--- src/bsa_pkg.sv ---
// Shared types, codes and helper functions of the bitmap slot allocator.
// No dependencies; every other file of the block refers to this package.
`default_nettype none

package bsa_pkg;

  // Width of one bitmap word and of the bit position inside it.
  localparam int MAP_WORD_BITS = 64;
  localparam int BIT_SEL_W     = 6;

  // Fixed field widths of the channels and of the configuration port.
  localparam int KIND_W    = 2;
  localparam int SLOT_W    = 10;
  localparam int STATUS_W  = 2;
  localparam int USED_OUT_W = 11;
  localparam int HANDLE_W  = 64;
  localparam int STRIDE_W  = 16;
  localparam int CFG_IDX_W = 2;
  localparam int CFG_DATA_W = 64;

  typedef logic [MAP_WORD_BITS-1:0] map_word_t;

  // Request kinds; the unused code behaves as a lookup.
  localparam logic [KIND_W-1:0] KIND_ALLOC  = 2'd0;
  localparam logic [KIND_W-1:0] KIND_FREE   = 2'd1;
  localparam logic [KIND_W-1:0] KIND_LOOKUP = 2'd2;

  // Result status codes.
  localparam logic [STATUS_W-1:0] STATUS_OK        = 2'd0;
  localparam logic [STATUS_W-1:0] STATUS_FULL      = 2'd1;
  localparam logic [STATUS_W-1:0] STATUS_DBL_FREE  = 2'd2;

  // Configuration register indexes.
  localparam logic [CFG_IDX_W-1:0] REG_CPU_BASE   = 2'd0;
  localparam logic [CFG_IDX_W-1:0] REG_GPU_BASE   = 2'd1;
  localparam logic [CFG_IDX_W-1:0] REG_STRIDE     = 2'd2;
  localparam logic [CFG_IDX_W-1:0] REG_VISIBLE    = 2'd3;

  localparam logic [STRIDE_W-1:0] STRIDE_RESET = 16'd32;

  // Configuration registers as one bundle.
  typedef struct packed {
    logic [HANDLE_W-1:0] cpu_base;
    logic [HANDLE_W-1:0] gpu_base;
    logic [STRIDE_W-1:0] slot_stride;
    logic                shader_visible;
  } cfg_regs_t;

  // Position of the lowest set bit of a nonzero word. The word is split in
  // eight bytes: the lowest nonzero byte is picked first, then the lowest bit
  // inside it, so the logic stays two small priority encoders deep.
  function automatic logic [BIT_SEL_W-1:0] lowest_set(input map_word_t w);
    logic [7:0] grp_any;
    logic [2:0] grp;
    logic [7:0] byte_v;
    logic [2:0] pos;
    for (int i = 0; i < 8; i++) begin
      grp_any[i] = |w[i*8 +: 8];
    end
    grp = 3'd0;
    for (int i = 7; i >= 0; i--) begin
      if (grp_any[i]) begin
        grp = 3'(i);
      end
    end
    byte_v = w[{grp, 3'b000} +: 8];
    pos = 3'd0;
    for (int i = 7; i >= 0; i--) begin
      if (byte_v[i]) begin
        pos = 3'(i);
      end
    end
    return {grp, pos};
  endfunction

endpackage

`default_nettype wire

--- src/bsa_if.sv ---
// Valid/ready channel interfaces for requests and results of the allocator.
// Depends on bsa_pkg for the field widths.
`default_nettype none

interface bsa_in_if;
  logic                         valid;
  logic                         ready;
  logic [bsa_pkg::KIND_W-1:0]   kind;
  logic [bsa_pkg::SLOT_W-1:0]   slot_index;

  modport source (output valid, output kind, output slot_index, input ready);
  modport sink   (input valid, input kind, input slot_index, output ready);
endinterface

interface bsa_out_if;
  logic                           valid;
  logic                           ready;
  logic [bsa_pkg::STATUS_W-1:0]   status;
  logic [bsa_pkg::SLOT_W-1:0]     result_index;
  logic [bsa_pkg::HANDLE_W-1:0]   cpu_handle;
  logic [bsa_pkg::HANDLE_W-1:0]   gpu_handle;
  logic                           gpu_valid;
  logic [bsa_pkg::USED_OUT_W-1:0] used_count;

  modport source (output valid, output status, output result_index, output cpu_handle,
                  output gpu_handle, output gpu_valid, output used_count, input ready);
  modport sink   (input valid, input status, input result_index, input cpu_handle,
                  input gpu_handle, input gpu_valid, input used_count, output ready);
endinterface

`default_nettype wire

--- src/bsa_map_mem.sv ---
// Free bitmap storage: one write port and one read port with registered data.
// Depends on bsa_pkg for the bitmap word type.
`default_nettype none

module bsa_map_mem #(
  parameter int DEPTH = 16,
  parameter int AW    = 4
) (
  input  wire logic               clk,
  input  wire logic               rd_en,
  input  wire logic [AW-1:0]      rd_addr,
  output bsa_pkg::map_word_t      rd_data,
  input  wire logic               wr_en,
  input  wire logic [AW-1:0]      wr_addr,
  input  bsa_pkg::map_word_t      wr_data
);

  bsa_pkg::map_word_t mem_r [DEPTH];
  bsa_pkg::map_word_t rd_data_r;

  // Synchronous write and read; the read data is registered and appears in the cycle after the read.
  always_ff @(posedge clk) begin
    if (wr_en) begin
      mem_r[wr_addr] <= wr_data;
    end
    if (rd_en) begin
      rd_data_r <= mem_r[rd_addr];
    end
  end

  assign rd_data = rd_data_r;

endmodule

`default_nettype wire

--- src/bsa_handle_unit.sv ---
// Handle arithmetic: registers index times stride, then adds the two bases.
// Depends on bsa_pkg for the configuration bundle and handle widths.
`default_nettype none

module bsa_handle_unit #(
  parameter int IDX_W = 10
) (
  input  wire logic                         clk,
  input  wire logic                         en,
  input  wire logic [IDX_W-1:0]             idx,
  input  bsa_pkg::cfg_regs_t                cfg,
  output logic [bsa_pkg::HANDLE_W-1:0]      cpu_sum,
  output logic [bsa_pkg::HANDLE_W-1:0]      gpu_sum
);

  localparam int PROD_W = IDX_W + bsa_pkg::STRIDE_W;

  logic [PROD_W-1:0] prod_r;
  logic [PROD_W-1:0] prod_nxt;

  // Slot offset, registered ahead of the wide adds.
  assign prod_nxt = PROD_W'(idx) * PROD_W'(cfg.slot_stride);

  always_ff @(posedge clk) begin
    if (en) begin
      prod_r <= prod_nxt;
    end
  end

  // Base plus offset, wrapping at the handle width.
  assign cpu_sum = cfg.cpu_base + bsa_pkg::HANDLE_W'(prod_r);
  assign gpu_sum = cfg.gpu_base + bsa_pkg::HANDLE_W'(prod_r);

endmodule

`default_nettype wire

--- src/bitmap_slot_allocator.sv ---
// Bitmap slot allocator: control sequencer, configuration registers and
// result register. Depends on bsa_pkg, bsa_if, bsa_map_mem, bsa_handle_unit.
`default_nettype none

// Allocates, frees and looks up descriptor slots held as a free bitmap of
// 64-bit words in a single-port-read, single-port-write memory. One request
// is handled at a time. An allocate scans from the hint word and reads up
// to SLOT_COUNT/64 bitmap words (16 by default); the scan reads one word per
// cycle through the memory read port. A free reads its bitmap word and
// writes it back unless the slot is already free; a lookup reads none. A
// heap that is already full answers an allocate without reading the bitmap.
// After reset a clearing pass writes every bitmap word to all ones, during
// which no request is taken; configuration writes are taken at any time but
// must only be issued while the block is idle. The result register frees the
// request side: the next request is taken while a result waits.
module bitmap_slot_allocator #(
  parameter int SLOT_COUNT = 1024
) (
  input  wire logic                              clk,
  input  wire logic                              rst_n,
  bsa_in_if.sink                                 in_ch,
  bsa_out_if.source                              out_ch,
  input  wire logic                              cfg_we,
  input  wire logic [bsa_pkg::CFG_IDX_W-1:0]     cfg_index,
  input  wire logic [bsa_pkg::CFG_DATA_W-1:0]    cfg_data
);

  localparam int MAP_WORDS    = SLOT_COUNT / bsa_pkg::MAP_WORD_BITS;
  localparam int MAPPED_SLOTS = MAP_WORDS * bsa_pkg::MAP_WORD_BITS;
  localparam int WORD_AW      = (MAP_WORDS > 1) ? $clog2(MAP_WORDS) : 1;
  localparam int IDX_W        = ($clog2(MAPPED_SLOTS) > bsa_pkg::SLOT_W) ?
                                $clog2(MAPPED_SLOTS) : bsa_pkg::SLOT_W;
  localparam int USED_W       = $clog2(SLOT_COUNT + 1);
  localparam logic [WORD_AW-1:0] LAST_WORD = WORD_AW'(MAP_WORDS - 1);

  // Sequencer states.
  localparam logic [2:0] S_CLEAR  = 3'd0;
  localparam logic [2:0] S_IDLE   = 3'd1;
  localparam logic [2:0] S_SCAN   = 3'd2;
  localparam logic [2:0] S_FREE   = 3'd3;
  localparam logic [2:0] S_MUL    = 3'd4;
  localparam logic [2:0] S_RESULT = 3'd5;

  logic [2:0]                     state_r, state_nxt;
  logic [WORD_AW-1:0]             cur_w_r, cur_w_nxt;
  logic [WORD_AW-1:0]             scan_n_r, scan_n_nxt;
  logic [WORD_AW-1:0]             hint_r, hint_nxt;
  logic [USED_W-1:0]              used_r, used_nxt;
  logic [IDX_W-1:0]               idx_r, idx_nxt;
  logic [bsa_pkg::STATUS_W-1:0]   status_r, status_nxt;
  bsa_pkg::cfg_regs_t             cfg_r;

  logic                           out_valid_r, out_valid_nxt;
  logic [bsa_pkg::STATUS_W-1:0]   out_status_r;
  logic [bsa_pkg::SLOT_W-1:0]     out_index_r;
  logic [bsa_pkg::HANDLE_W-1:0]   out_cpu_r;
  logic [bsa_pkg::HANDLE_W-1:0]   out_gpu_r;
  logic                           out_gvalid_r;
  logic [bsa_pkg::USED_OUT_W-1:0] out_used_r;
  logic                           out_load;

  logic                           map_rd_en;
  logic [WORD_AW-1:0]             map_rd_addr;
  bsa_pkg::map_word_t             map_rd_data;
  logic                           map_wr_en;
  logic [WORD_AW-1:0]             map_wr_addr;
  bsa_pkg::map_word_t             map_wr_data;

  logic                           in_xfer;
  logic [WORD_AW-1:0]             next_w;
  logic [WORD_AW-1:0]             in_word;
  logic                           in_out_of_range;
  logic [bsa_pkg::BIT_SEL_W-1:0]  scan_bit;
  logic [bsa_pkg::BIT_SEL_W-1:0]  free_bit;
  logic                           heap_full;
  logic                           mul_en;
  logic [bsa_pkg::HANDLE_W-1:0]   cpu_sum;
  logic [bsa_pkg::HANDLE_W-1:0]   gpu_sum;

  bsa_map_mem #(
    .DEPTH (MAP_WORDS),
    .AW    (WORD_AW)
  ) u_map (
    .clk     (clk),
    .rd_en   (map_rd_en),
    .rd_addr (map_rd_addr),
    .rd_data (map_rd_data),
    .wr_en   (map_wr_en),
    .wr_addr (map_wr_addr),
    .wr_data (map_wr_data)
  );

  bsa_handle_unit #(
    .IDX_W (IDX_W)
  ) u_handle (
    .clk     (clk),
    .en      (mul_en),
    .idx     (idx_r),
    .cfg     (cfg_r),
    .cpu_sum (cpu_sum),
    .gpu_sum (gpu_sum)
  );

  // Request decode helpers.
  assign in_ch.ready     = (state_r == S_IDLE);
  assign in_xfer         = in_ch.valid && in_ch.ready;
  assign next_w          = (cur_w_r == LAST_WORD) ? '0 : cur_w_r + 1'b1;
  assign in_word         = WORD_AW'(in_ch.slot_index >> bsa_pkg::BIT_SEL_W);
  assign in_out_of_range = 32'(in_ch.slot_index) >= 32'(MAPPED_SLOTS);
  assign scan_bit        = bsa_pkg::lowest_set(map_rd_data);
  assign free_bit        = idx_r[bsa_pkg::BIT_SEL_W-1:0];
  assign heap_full       = 32'(used_r) >= 32'(SLOT_COUNT);
  assign mul_en          = (state_r == S_MUL);
  assign out_load        = (state_r == S_RESULT) && (!out_valid_r || out_ch.ready);

  // Sequencer: clearing pass, bitmap scan, free check and read-modify-write.
  // Each request finishes its write-back before the next one reads the
  // bitmap, so no forwarding path is needed.
  always_comb begin
    state_nxt   = state_r;
    cur_w_nxt   = cur_w_r;
    scan_n_nxt  = scan_n_r;
    hint_nxt    = hint_r;
    used_nxt    = used_r;
    idx_nxt     = idx_r;
    status_nxt  = status_r;
    map_rd_en   = 1'b0;
    map_rd_addr = cur_w_r;
    map_wr_en   = 1'b0;
    map_wr_addr = cur_w_r;
    map_wr_data = map_rd_data;
    unique case (state_r)
      S_CLEAR: begin
        map_wr_en   = 1'b1;
        map_wr_data = '1;
        cur_w_nxt   = next_w;
        if (cur_w_r == LAST_WORD) begin
          state_nxt = S_IDLE;
        end
      end
      S_IDLE: begin
        if (in_xfer) begin
          idx_nxt    = IDX_W'(in_ch.slot_index);
          status_nxt = bsa_pkg::STATUS_OK;
          priority if (in_ch.kind == bsa_pkg::KIND_ALLOC) begin
            if (heap_full) begin
              status_nxt = bsa_pkg::STATUS_FULL;
              state_nxt  = S_MUL;
            end else begin
              map_rd_en   = 1'b1;
              map_rd_addr = hint_r;
              cur_w_nxt   = hint_r;
              scan_n_nxt  = '0;
              state_nxt   = S_SCAN;
            end
          end else if (in_ch.kind == bsa_pkg::KIND_FREE) begin
            if (in_out_of_range) begin
              status_nxt = bsa_pkg::STATUS_DBL_FREE;
              state_nxt  = S_MUL;
            end else begin
              map_rd_en   = 1'b1;
              map_rd_addr = in_word;
              cur_w_nxt   = in_word;
              state_nxt   = S_FREE;
            end
          end else begin
            state_nxt = S_MUL;
          end
        end
      end
      S_SCAN: begin
        priority if (map_rd_data != '0) begin
          // Take the lowest free bit of this word.
          map_wr_en   = 1'b1;
          map_wr_data = map_rd_data & ~(bsa_pkg::map_word_t'(1) << scan_bit);
          hint_nxt    = cur_w_r;
          used_nxt    = used_r + 1'b1;
          idx_nxt     = IDX_W'({cur_w_r, scan_bit});
          state_nxt   = S_MUL;
        end else if (scan_n_r == LAST_WORD) begin
          status_nxt = bsa_pkg::STATUS_FULL;
          state_nxt  = S_MUL;
        end else begin
          // Fetch the next word, wrapping past the last one.
          map_rd_en   = 1'b1;
          map_rd_addr = next_w;
          cur_w_nxt   = next_w;
          scan_n_nxt  = scan_n_r + 1'b1;
        end
      end
      S_FREE: begin
        if (map_rd_data[free_bit]) begin
          status_nxt = bsa_pkg::STATUS_DBL_FREE;
        end else begin
          map_wr_en   = 1'b1;
          map_wr_data = map_rd_data | (bsa_pkg::map_word_t'(1) << free_bit);
          hint_nxt    = cur_w_r;
          if (used_r != '0) begin
            used_nxt = used_r - 1'b1;
          end
        end
        state_nxt = S_MUL;
      end
      S_MUL: begin
        state_nxt = S_RESULT;
      end
      S_RESULT: begin
        if (out_load) begin
          state_nxt = S_IDLE;
        end
      end
      default: begin
        state_nxt = S_IDLE;
      end
    endcase
  end

  // Result register valid flag.
  always_comb begin
    out_valid_nxt = out_valid_r;
    if (out_load) begin
      out_valid_nxt = 1'b1;
    end else if (out_ch.ready) begin
      out_valid_nxt = 1'b0;
    end
  end

  // Control state.
  always_ff @(posedge clk) begin
    if (!rst_n) begin
      state_r     <= S_CLEAR;
      cur_w_r     <= '0;
      scan_n_r    <= '0;
      hint_r      <= '0;
      used_r      <= '0;
      out_valid_r <= 1'b0;
    end else begin
      state_r     <= state_nxt;
      cur_w_r     <= cur_w_nxt;
      scan_n_r    <= scan_n_nxt;
      hint_r      <= hint_nxt;
      used_r      <= used_nxt;
      out_valid_r <= out_valid_nxt;
    end
  end

  // Request payload held while it is worked on.
  always_ff @(posedge clk) begin
    idx_r    <= idx_nxt;
    status_r <= status_nxt;
  end

  // Configuration registers.
  always_ff @(posedge clk) begin
    if (!rst_n) begin
      cfg_r.cpu_base       <= '0;
      cfg_r.gpu_base       <= '0;
      cfg_r.slot_stride    <= bsa_pkg::STRIDE_RESET;
      cfg_r.shader_visible <= 1'b0;
    end else if (cfg_we) begin
      unique case (cfg_index)
        bsa_pkg::REG_CPU_BASE: cfg_r.cpu_base       <= cfg_data;
        bsa_pkg::REG_GPU_BASE: cfg_r.gpu_base       <= cfg_data;
        bsa_pkg::REG_STRIDE:   cfg_r.slot_stride    <= cfg_data[bsa_pkg::STRIDE_W-1:0];
        bsa_pkg::REG_VISIBLE:  cfg_r.shader_visible <= cfg_data[0];
      endcase
    end
  end

  // Result payload; a full heap reports zero handles and index.
  always_ff @(posedge clk) begin
    if (out_load) begin
      out_status_r <= status_r;
      out_used_r   <= bsa_pkg::USED_OUT_W'(used_r);
      if (status_r == bsa_pkg::STATUS_FULL) begin
        out_index_r  <= '0;
        out_cpu_r    <= '0;
        out_gpu_r    <= '0;
        out_gvalid_r <= 1'b0;
      end else begin
        out_index_r  <= idx_r[bsa_pkg::SLOT_W-1:0];
        out_cpu_r    <= cpu_sum;
        out_gpu_r    <= cfg_r.shader_visible ? gpu_sum : '0;
        out_gvalid_r <= cfg_r.shader_visible;
      end
    end
  end

  assign out_ch.valid        = out_valid_r;
  assign out_ch.status       = out_status_r;
  assign out_ch.result_index = out_index_r;
  assign out_ch.cpu_handle   = out_cpu_r;
  assign out_ch.gpu_handle   = out_gpu_r;
  assign out_ch.gpu_valid    = out_gvalid_r;
  assign out_ch.used_count   = out_used_r;

  // The used count never exceeds the number of mapped slots.
  a_used_bound: assert property (@(posedge clk) disable iff (!rst_n)
    32'(used_r) <= 32'(MAPPED_SLOTS))
    else $error("used slot count beyond mapped slots");

  // A successful allocation moves the hint to the word it took a bit from.
  a_alloc_hint: assert property (@(posedge clk) disable iff (!rst_n)
    (state_r == S_SCAN && map_wr_en) |=> hint_r == $past(cur_w_r))
    else $error("hint not moved to allocated word");

  // A successful allocation raises the used count by exactly one.
  a_alloc_count: assert property (@(posedge clk) disable iff (!rst_n)
    (state_r == S_SCAN && map_wr_en) |=> used_r == $past(used_r) + 1'b1)
    else $error("used count not incremented on allocation");

  // A new result only ever comes out of the result state.
  a_out_source: assert property (@(posedge clk) disable iff (!rst_n)
    $rose(out_valid_r) |-> $past(state_r) == S_RESULT)
    else $error("result raised outside the result state");

endmodule

`default_nettype wire

--- src/flat_wrapper.sv ---
// flat-port wrapper written by rule: the top's interface ports become plain ports
module bitmap_slot_allocator_flat 
#(
  parameter int SLOT_COUNT = 1024
)
  (clk, rst_n, cfg_we, cfg_index, cfg_data, in_ch_valid, in_ch_kind, in_ch_slot_index, in_ch_ready, out_ch_valid, out_ch_status, out_ch_result_index, out_ch_cpu_handle, out_ch_gpu_handle, out_ch_gpu_valid, out_ch_used_count, out_ch_ready);
  bsa_in_if in_ch_i ();
  bsa_out_if out_ch_i ();
  input  wire logic clk;
  input  wire logic rst_n;
  input  wire logic cfg_we;
  input  wire logic [bsa_pkg::CFG_IDX_W-1:0] cfg_index;
  input  wire logic [bsa_pkg::CFG_DATA_W-1:0] cfg_data;
  input wire logic [$bits(in_ch_i.valid)-1:0] in_ch_valid;
  input wire logic [$bits(in_ch_i.kind)-1:0] in_ch_kind;
  input wire logic [$bits(in_ch_i.slot_index)-1:0] in_ch_slot_index;
  output wire logic [$bits(in_ch_i.ready)-1:0] in_ch_ready;
  output wire logic [$bits(out_ch_i.valid)-1:0] out_ch_valid;
  output wire logic [$bits(out_ch_i.status)-1:0] out_ch_status;
  output wire logic [$bits(out_ch_i.result_index)-1:0] out_ch_result_index;
  output wire logic [$bits(out_ch_i.cpu_handle)-1:0] out_ch_cpu_handle;
  output wire logic [$bits(out_ch_i.gpu_handle)-1:0] out_ch_gpu_handle;
  output wire logic [$bits(out_ch_i.gpu_valid)-1:0] out_ch_gpu_valid;
  output wire logic [$bits(out_ch_i.used_count)-1:0] out_ch_used_count;
  input wire logic [$bits(out_ch_i.ready)-1:0] out_ch_ready;
  assign in_ch_i.valid = in_ch_valid;
  assign in_ch_i.kind = in_ch_kind;
  assign in_ch_i.slot_index = in_ch_slot_index;
  assign in_ch_ready = in_ch_i.ready;
  assign out_ch_valid = out_ch_i.valid;
  assign out_ch_status = out_ch_i.status;
  assign out_ch_result_index = out_ch_i.result_index;
  assign out_ch_cpu_handle = out_ch_i.cpu_handle;
  assign out_ch_gpu_handle = out_ch_i.gpu_handle;
  assign out_ch_gpu_valid = out_ch_i.gpu_valid;
  assign out_ch_used_count = out_ch_i.used_count;
  assign out_ch_i.ready = out_ch_ready;
  bitmap_slot_allocator #(.SLOT_COUNT(SLOT_COUNT)) u_core (.clk(clk), .rst_n(rst_n), .in_ch(in_ch_i), .out_ch(out_ch_i), .cfg_we(cfg_we), .cfg_index(cfg_index), .cfg_data(cfg_data));
endmodule
--- config.mk ---
export PLATFORM = sky130hd
export DESIGN_NAME = bitmap_slot_allocator_flat
export DESIGN_NICKNAME = d
export VERILOG_FILES = /design/src/bsa_pkg.sv /design/src/bsa_if.sv /design/src/bsa_map_mem.sv /design/src/bsa_handle_unit.sv /design/src/bitmap_slot_allocator.sv /design/src/flat_wrapper.sv
export SDC_FILE = /design/constraint.sdc
export NUM_CORES = 2
export LEC_CHECK = 0
export BUFFER_PORTS_ARGS = -buffer_cell sky130_fd_sc_hd__buf_2
export CELL_PAD_IN_SITES_DETAIL_PLACEMENT = 1
export CELL_PAD_IN_SITES_GLOBAL_PLACEMENT = 1
export CORE_MARGIN = 10
export CORE_UTILIZATION = 55
export DETAILED_ROUTE_END_ITERATION = 8
export PLACE_DENSITY = 0.95
export REMOVE_ABC_BUFFERS = 1
export SYNTH_ARGS = -nofsm -noshare
export SYNTH_HDL_FRONTEND = slang
export SYNTH_SLANG_ARGS = --single-unit
--- constraint.sdc ---
create_clock -name clk -period 24.1 [get_ports clk]
set_clock_uncertainty 0.05 [all_clocks]
set_input_delay 6.025 -clock clk [delete_from_list [all_inputs] [get_ports clk]]
set_output_delay 6.025 -clock clk [all_outputs]
set_load 0.05 [all_outputs]
Yosys cells after proc, flatten, opt, wreduce, memory -nomap -nowiden
Memories as Yosys holds them, arrays and structs flattened. A register that Yosys moved wholly into a read port is not among the register bits.
Index checks and enable logic that the tools add are counted.

cells by class
  bitwise logic cells = 4
  multipliers = 1
  add/subtract/negate cells = 6
  $lt $le $gt $ge = 2
  reduce and logical (&&, ||, !) cells = 33
  equality and inequality tests = 25
  mux-type cells = 76
  shifts and indexed selects = 3

operators with widths
  cell                     number
  $pmux W64 S3             1
  $add A64 B26 Y64         2
  $mux W64                 2
  $shl A1 B6 Y64 const A   2
  $mux W3                  24
  $and A64 B64 Y64         1
  $not A64 Y64             1
  $or A64 B64 Y64          1
  $reduce_bool A64 Y1      1
  $reduce_or A8 Y1         8
  $shiftx A64 B7 Y8        1
  $mux W4                  14
  $mux W11                 3
  $mul A10 B16 Y26         1
  $pmux W4 S2              3
  $pmux W11 S2             1
  $mux W10                 2
  $pmux W10 S2             1
  $pmux W3 S6              1
  $mux W1                  15
  $ne A2 B1 Y1 const B     6
  $ne A2 B2 Y1 const B     6
  $pmux W4 S3              1
  $add A11 B1 Y11 const B  1
  31 further kinds         51

word-level totals
  logic and storage cells = 170
  bits in registers = 362
  output and inout bits = 154
  input port bits = 83
  RAM bits = 1024
  memories = 1

memories
  name                words  bits a word  read ports  clocked after Yosys merged registers in  wr ports  line               source
  u_core.u_map.mem_r  16     64           1           1                                        1         bsa_map_mem.sv:18  bsa_pkg::map_word_t mem_r [DEPTH];

Logic depth before layout (Yosys ltp)
  depth after elaboration = 23
  gate-level depth with buffers = 24
  gate-level depth less buffers = 21

Cells and area by module
From an unflattened synthesis, not the netlist that was laid out.

unflattened totals
  cells, all modules = 4639
  area, all modules = 66680.2 µm²

modules (own cells, without submodules)
  module                 seq. area each (µm²)  area each (µm²)  cells an instance  times used
  bsa_map_mem            32671.3               40222.3          1647               1
  bitmap_slot_allocator  8368.0                16199.3          1714               1
  bsa_handle_unit        780.7                 10258.6          1278               1

Least setup slack after synthesis
OpenSTA, ideal clock, no wires.

  kind = input -> register
  from = input out_ch_ready
  to = register u_core.out_cpu_r, in the netlist u_core.out_ch.cpu_handle[0], enable pin
  slack = 10.981 ns
  data arrival time = 12.404 ns
  stages = 2
  path through = nor2b_1 > nor2_1

between the ends
  cells in the longest elaborated chain, start to end = 2

RTL lines
  item                  line                          source
  from (decl)           flat_wrapper.sv:25            input wire logic [$bits(out_ch_i.ready)-1:0] out_ch_ready;
  $logic_or A1 B1 Y1    bitmap_slot_allocator.sv:114  assign out_load = (state_r == S_RESULT) && (!out_valid_r || out_ch.ready);
  $logic_and A1 B1 Y1   bitmap_slot_allocator.sv:114
  via u_core.out_load   bitmap_slot_allocator.sv:60   logic out_load;
  to (signal assigned)  bitmap_slot_allocator.sv:282  out_cpu_r <= cpu_sum;
  to (decl)             bitmap_slot_allocator.sv:56   logic [bsa_pkg::HANDLE_W-1:0] out_cpu_r;

The timed path passes the listed nets, and every way through them passes these cells.
A chain may end at the register's enable or synchronous reset.

Worst setup path in the final report
  from = input in_ch_kind[1]
  to = register u_core.u_map.rd_data_r[41] (netlist: u_core.u_map.rd_data[41]) (read register of u_core.u_map.mem_r), data pin

between the ends
  cells in the longest elaborated chain, start to end = 5
  elaborated cells between the ends (all ways) = 10
  those cells by class = eq/ne: 1; mux: 8; reduce/logical: 1

RTL lines
  item                                               line                          source
  from (decl)                                        flat_wrapper.sv:15            input wire logic [$bits(in_ch_i.kind)-1:0] in_ch_kind;
  $eq A2 B1 Y1                                       bitmap_slot_allocator.sv:156  end else if (in_ch.kind == bsa_pkg::KIND_FREE) begin
  $mux W4 / $mux W1 (equally long branches)          bitmap_slot_allocator.sv:156
  $mux W4 / $mux W1 (equally long branches)          bitmap_slot_allocator.sv:145  priority if (in_ch.kind == bsa_pkg::KIND_ALLOC) begin
  $mux W4 / $mux W1 (equally long branches)          bitmap_slot_allocator.sv:142  if (in_xfer) begin
  $pmux W4 S2 / $pmux W1 S2 (equally long branches)  bitmap_slot_allocator.sv:132  unique case (state_r)
  to (decl)                                          bsa_map_mem.sv:19             bsa_pkg::map_word_t rd_data_r;

Parallel ways exist; a longest one is shown, timed or not.

==> impl_metrics.csv <==
group,metric,value,unit
cts,clockBufferDepth,3,
logic_synthesis,ys_top_cells_by_area,"edfxtp_1 56%, nand2_1 5.7%, dfxtp_1 5.1%, a211oi_1 3.7%, fa_1 3.3%",
detailed_routing,viasPerCell,7.30,
floorplan,die-area,138000,um^2
cells_and_area,seq_area,41800,um^2
cts,numCtsBuffers,150,
worst_setup_path,rr_startpoint,"u_core.u_map.rd_data[46]",
placement,dp_hpwl,139,mm
worst_setup_path,rrSetupSlack,15810,ps
worst_setup_path,crit_arrival,12180,ps
timing,maxSlewHeadroom,-0.0847,
cells_and_area,syn2layout_area_growth,11.0,%
pwr,worst_ir_drop_vdd,72.8,uV
logic_synthesis,synth-async-reset-ratio,0,
timing,rsz0062_at_grt,"false",
logic_synthesis,ys_warn_count,0,
placement,io_buffer_count,236,
timing,max_clock_freq,86.3,MHz
floorplan,start_util,0.556,
global_route,grt_pass1_wl,374,mm
timing,tightest_slew,1620,ps
worst_setup_path,crit_slowest_cell,"buf_4",
logic_synthesis,syn_area_per_cell,11.9,um^2
logic_synthesis,synth_seq_area_share,0.616,
cts,cts_tree,"built",
timing,whs,431,ps
pwr,power_density,73.1,nW/um^2
floorplan,ios,237,
worst_setup_path,ff2ff_path_depth,12,
placement,gp_congestion,0.969,
worst_setup_path,path_class,"in2reg",
global_route,antenna_found_initial,9,
floorplan,coreArea,122000,um^2
detailed_routing,vias,55070,
detailed_routing,wl,261,mm
run_status,violations,"capacitance limit, slew limit",
worst_setup_path,cp_cell_sequence,"buf_2 -> or3_1 -> nand2_1 -> nand2_1 -> nor2_1 -> a2111o_2 -> buf_4 -> buf_4 -> buf_4 -> a211oi_1 -> a311oi_1 -> a21oi_1 -> a21oi_1",
worst_setup_path,start_kind,"input port",
timing,fin_crit_sh,0.481,
cells_and_area,nets,6115,
global_route,grt_max_degree,225,
worst_setup_path,worstSetupEndpointType,"register",
cts,clock_sinks,1450,
pwr,p_leak,25.9,nW
logic_synthesis,ys_top_cells_by_count,"1278 x edfxtp_1, 1027 x nand2_1, 345 x clkbuf_1, 337 x a211oi_1, 300 x and3_1",
cts,htreeDepth,4,
worst_setup_path,cp_max_fo,106,
logic_synthesis,yosysMostFrequentCell,"edfxtp_1",
detailed_routing,wire_per_inst,34.6,um
timing,finalSetupViolations,0,
global_route,grt_pass1_vias,57600,
floorplan,rows,128,
cells_and_area,post_route_cells_drive_above_1_share,0.110,
global_route,track_usage,0.359,
cts,root_buffer,"clkbuf_16",
worst_setup_path,crit_path_frequent_cell,"buf_4",
cts,cts_setup_buffers,0,
detailed_routing,drt-initial-drc-count,8477,
worst_setup_path,cp_slowest_stage_delay,1040,ps
detailed_routing,ant_nets,0,
logic_synthesis,synth-edff-count,1278,
worst_setup_path,timing.rr.end,"u_core.u_map.rd_data[41]",
worst_setup_path,required,24690,ps
logic_synthesis,synth_top_flop_cell,"edfxtp_1",
flow_run,cap_violations,2,
cells_and_area,multi_input_area,24100,um^2
worst_setup_path,setup.worst_path.end,"u_core.u_map.rd_data[41]",
detailed_routing,drc_errors,0,
cts,insertion_delay,830,ps
logic_synthesis,ys_ff_latch,1450,
cts,ctsResizeCount,0,
logic_synthesis,syn_inst,5701,
timing,hold_viol,0,
detailed_routing,dr.pass1.iters,8,
cts,hold_buffers,0,
logic_synthesis,yosys.area.top_type_share,0.565,
floorplan,die_h,371,um
worst_setup_path,crit_start,"in_ch_kind[1]",
cells_and_area,fill_cells,12033,
logic_synthesis,synth_area,67900,um^2
run_status,outcome,"finished with violations",
floorplan,die_w,371,um
global_route,grt_overflow,0,
cts,clk_pin_slew,70,ps
logic_synthesis,yosys.cell_types.count,94,
timing,fin_tns_setup,0,ps
min_path,hp-class,"reg2reg",
logic_synthesis,synth_top_area_cell,"edfxtp_1",
timing,min_period,11590,ps
timing,slew_violations,7,
==> through the flow <==
step / total power, mW / utilization / worst slack, ps / cells / instance area, um^2
floorplan: 3.08 / - / 2980 / 5292 / 66300
finish: 5.51 / 0.617 / 12520 / 7548 / 75400
detailed placement: 3.19 / 0.578 / 12160 / 7265 / 70600
global route: 5.63 / 0.617 / 12280 / 7544 / 75400
CTS: 5.48 / 0.617 / 12800 / 7542 / 75400
global placement: 3.15 / 0.578 / 12610 / 7265 / 70600
==> power breakdown <==
group	leakage, nW	internal (mW)	switching (mW)
logic	11.3	0.132	0.303
clock network	2.31	1.27	1.06
registers	12.3	2.73	0.0158
total	25.9	4.13	1.38
==> registers in the layout, indices dropped and copies added, names as in the netlist, 11 cells and up <==
register / count
u_core.u_map.mem_r: 1024
u_core.cfg_r: 145
u_core.out_ch.cpu_handle: 64
u_core.out_ch.gpu_handle: 64
u_core.u_map.rd_data: 64
u_core.u_handle.prod_r: 26
u_core.out_ch.used_count: 11
u_core.used_r: 11
==> worst min path at each step <==
stage                                    endpoint  slack [ps]  depth (start not counted)                from
after global routing             u_core.cfg_r[22]         460                          2    u_core.cfg_r[22]
after detailed placement         u_core.cfg_r[95]         410                          2    u_core.cfg_r[95]
after global placement           u_core.cfg_r[34]         400                          2    u_core.cfg_r[34]
final                            u_core.cfg_r[17]         430                          2    u_core.cfg_r[17]
after CTS                        u_core.cfg_r[17]         430                          2    u_core.cfg_r[17]
after floorplan           u_core.out_ch.status[1]         390                          0  u_core.status_r[1]
==> cell usage in the layout, fill, tap and decap left out, types with 11 or more instances in the layout <==
cell          n
clkinv_1     25
nand3_1      64
dfxtp_1     172
clkbuf_16   153
o31ai_1      18
a311oi_1    132
or3_1        19
inv_1       157
clkinv_2     18
ha_1        127
fa_1        113
clkbuf_1     45
edfxtp_1   1278
nand2_1    1025
buf_4       111
and3_1      292
nor2b_1      29
clkbuf_8     11
nand2b_1     20
a211oi_1    337
a31oi_1     155
mux4_2       20
xnor2_1      46
nand4_1      35
a21o_1       33
or4_1        15
nor4_1       18
buf_2       235
xor2_1       83
a21oi_1     277
nor2_1      209
and2_1       95
a21boi_0    148
nor3_1       37
o21ai_0     117
==> layout make-up <==
type	count	area share
Antenna cell	6	0.000199
Clock buffer	209	0.0550
Clock inverter	68	0.00820
Inverter	159	0.00791
Multi-Input combinational cell	3683	0.320
Sequential cell	1450	0.555
Tap cell	1625	0.0270
Timing Repair Buffer	348	0.0272
==> routing by layer <==
metal  wire length [um]  GRT usage  vias to the layer above  share of wire
li1                   -          -                    21424              -
met3              31700     0.0967                     1555           0.12
met2             123000      0.584                     5086           0.47
met1              86400      0.419                    26995           0.33
met5                 70          0                        -        0.00027
met4              19900      0.230                       10          0.076
==> worst max-delay path: cells and delay by family <==
family / cells / cell delay [ps]
compound gates: 5 / 1660
simple gates: 4 / 1160
buf+inv: 4 / 3140
==> cells by family (layout without fill, tap and decap cells) <==
group                      count (synthesis)  count (layout)  synth area share
buffers and inverters                    568             784            0.0322
and+or+nand+nor                         1925            1925             0.133
AOI/OAI and AO/OA                       1360            1360             0.138
other                                      0               6                 0
adders and majority gates                240             240            0.0567
xor gates and xnor gates                 129             129            0.0166
muxes                                     29              29           0.00807
DFF                                     1450            1450             0.616
No activity file was read; power rests on OpenSTA's default activity.
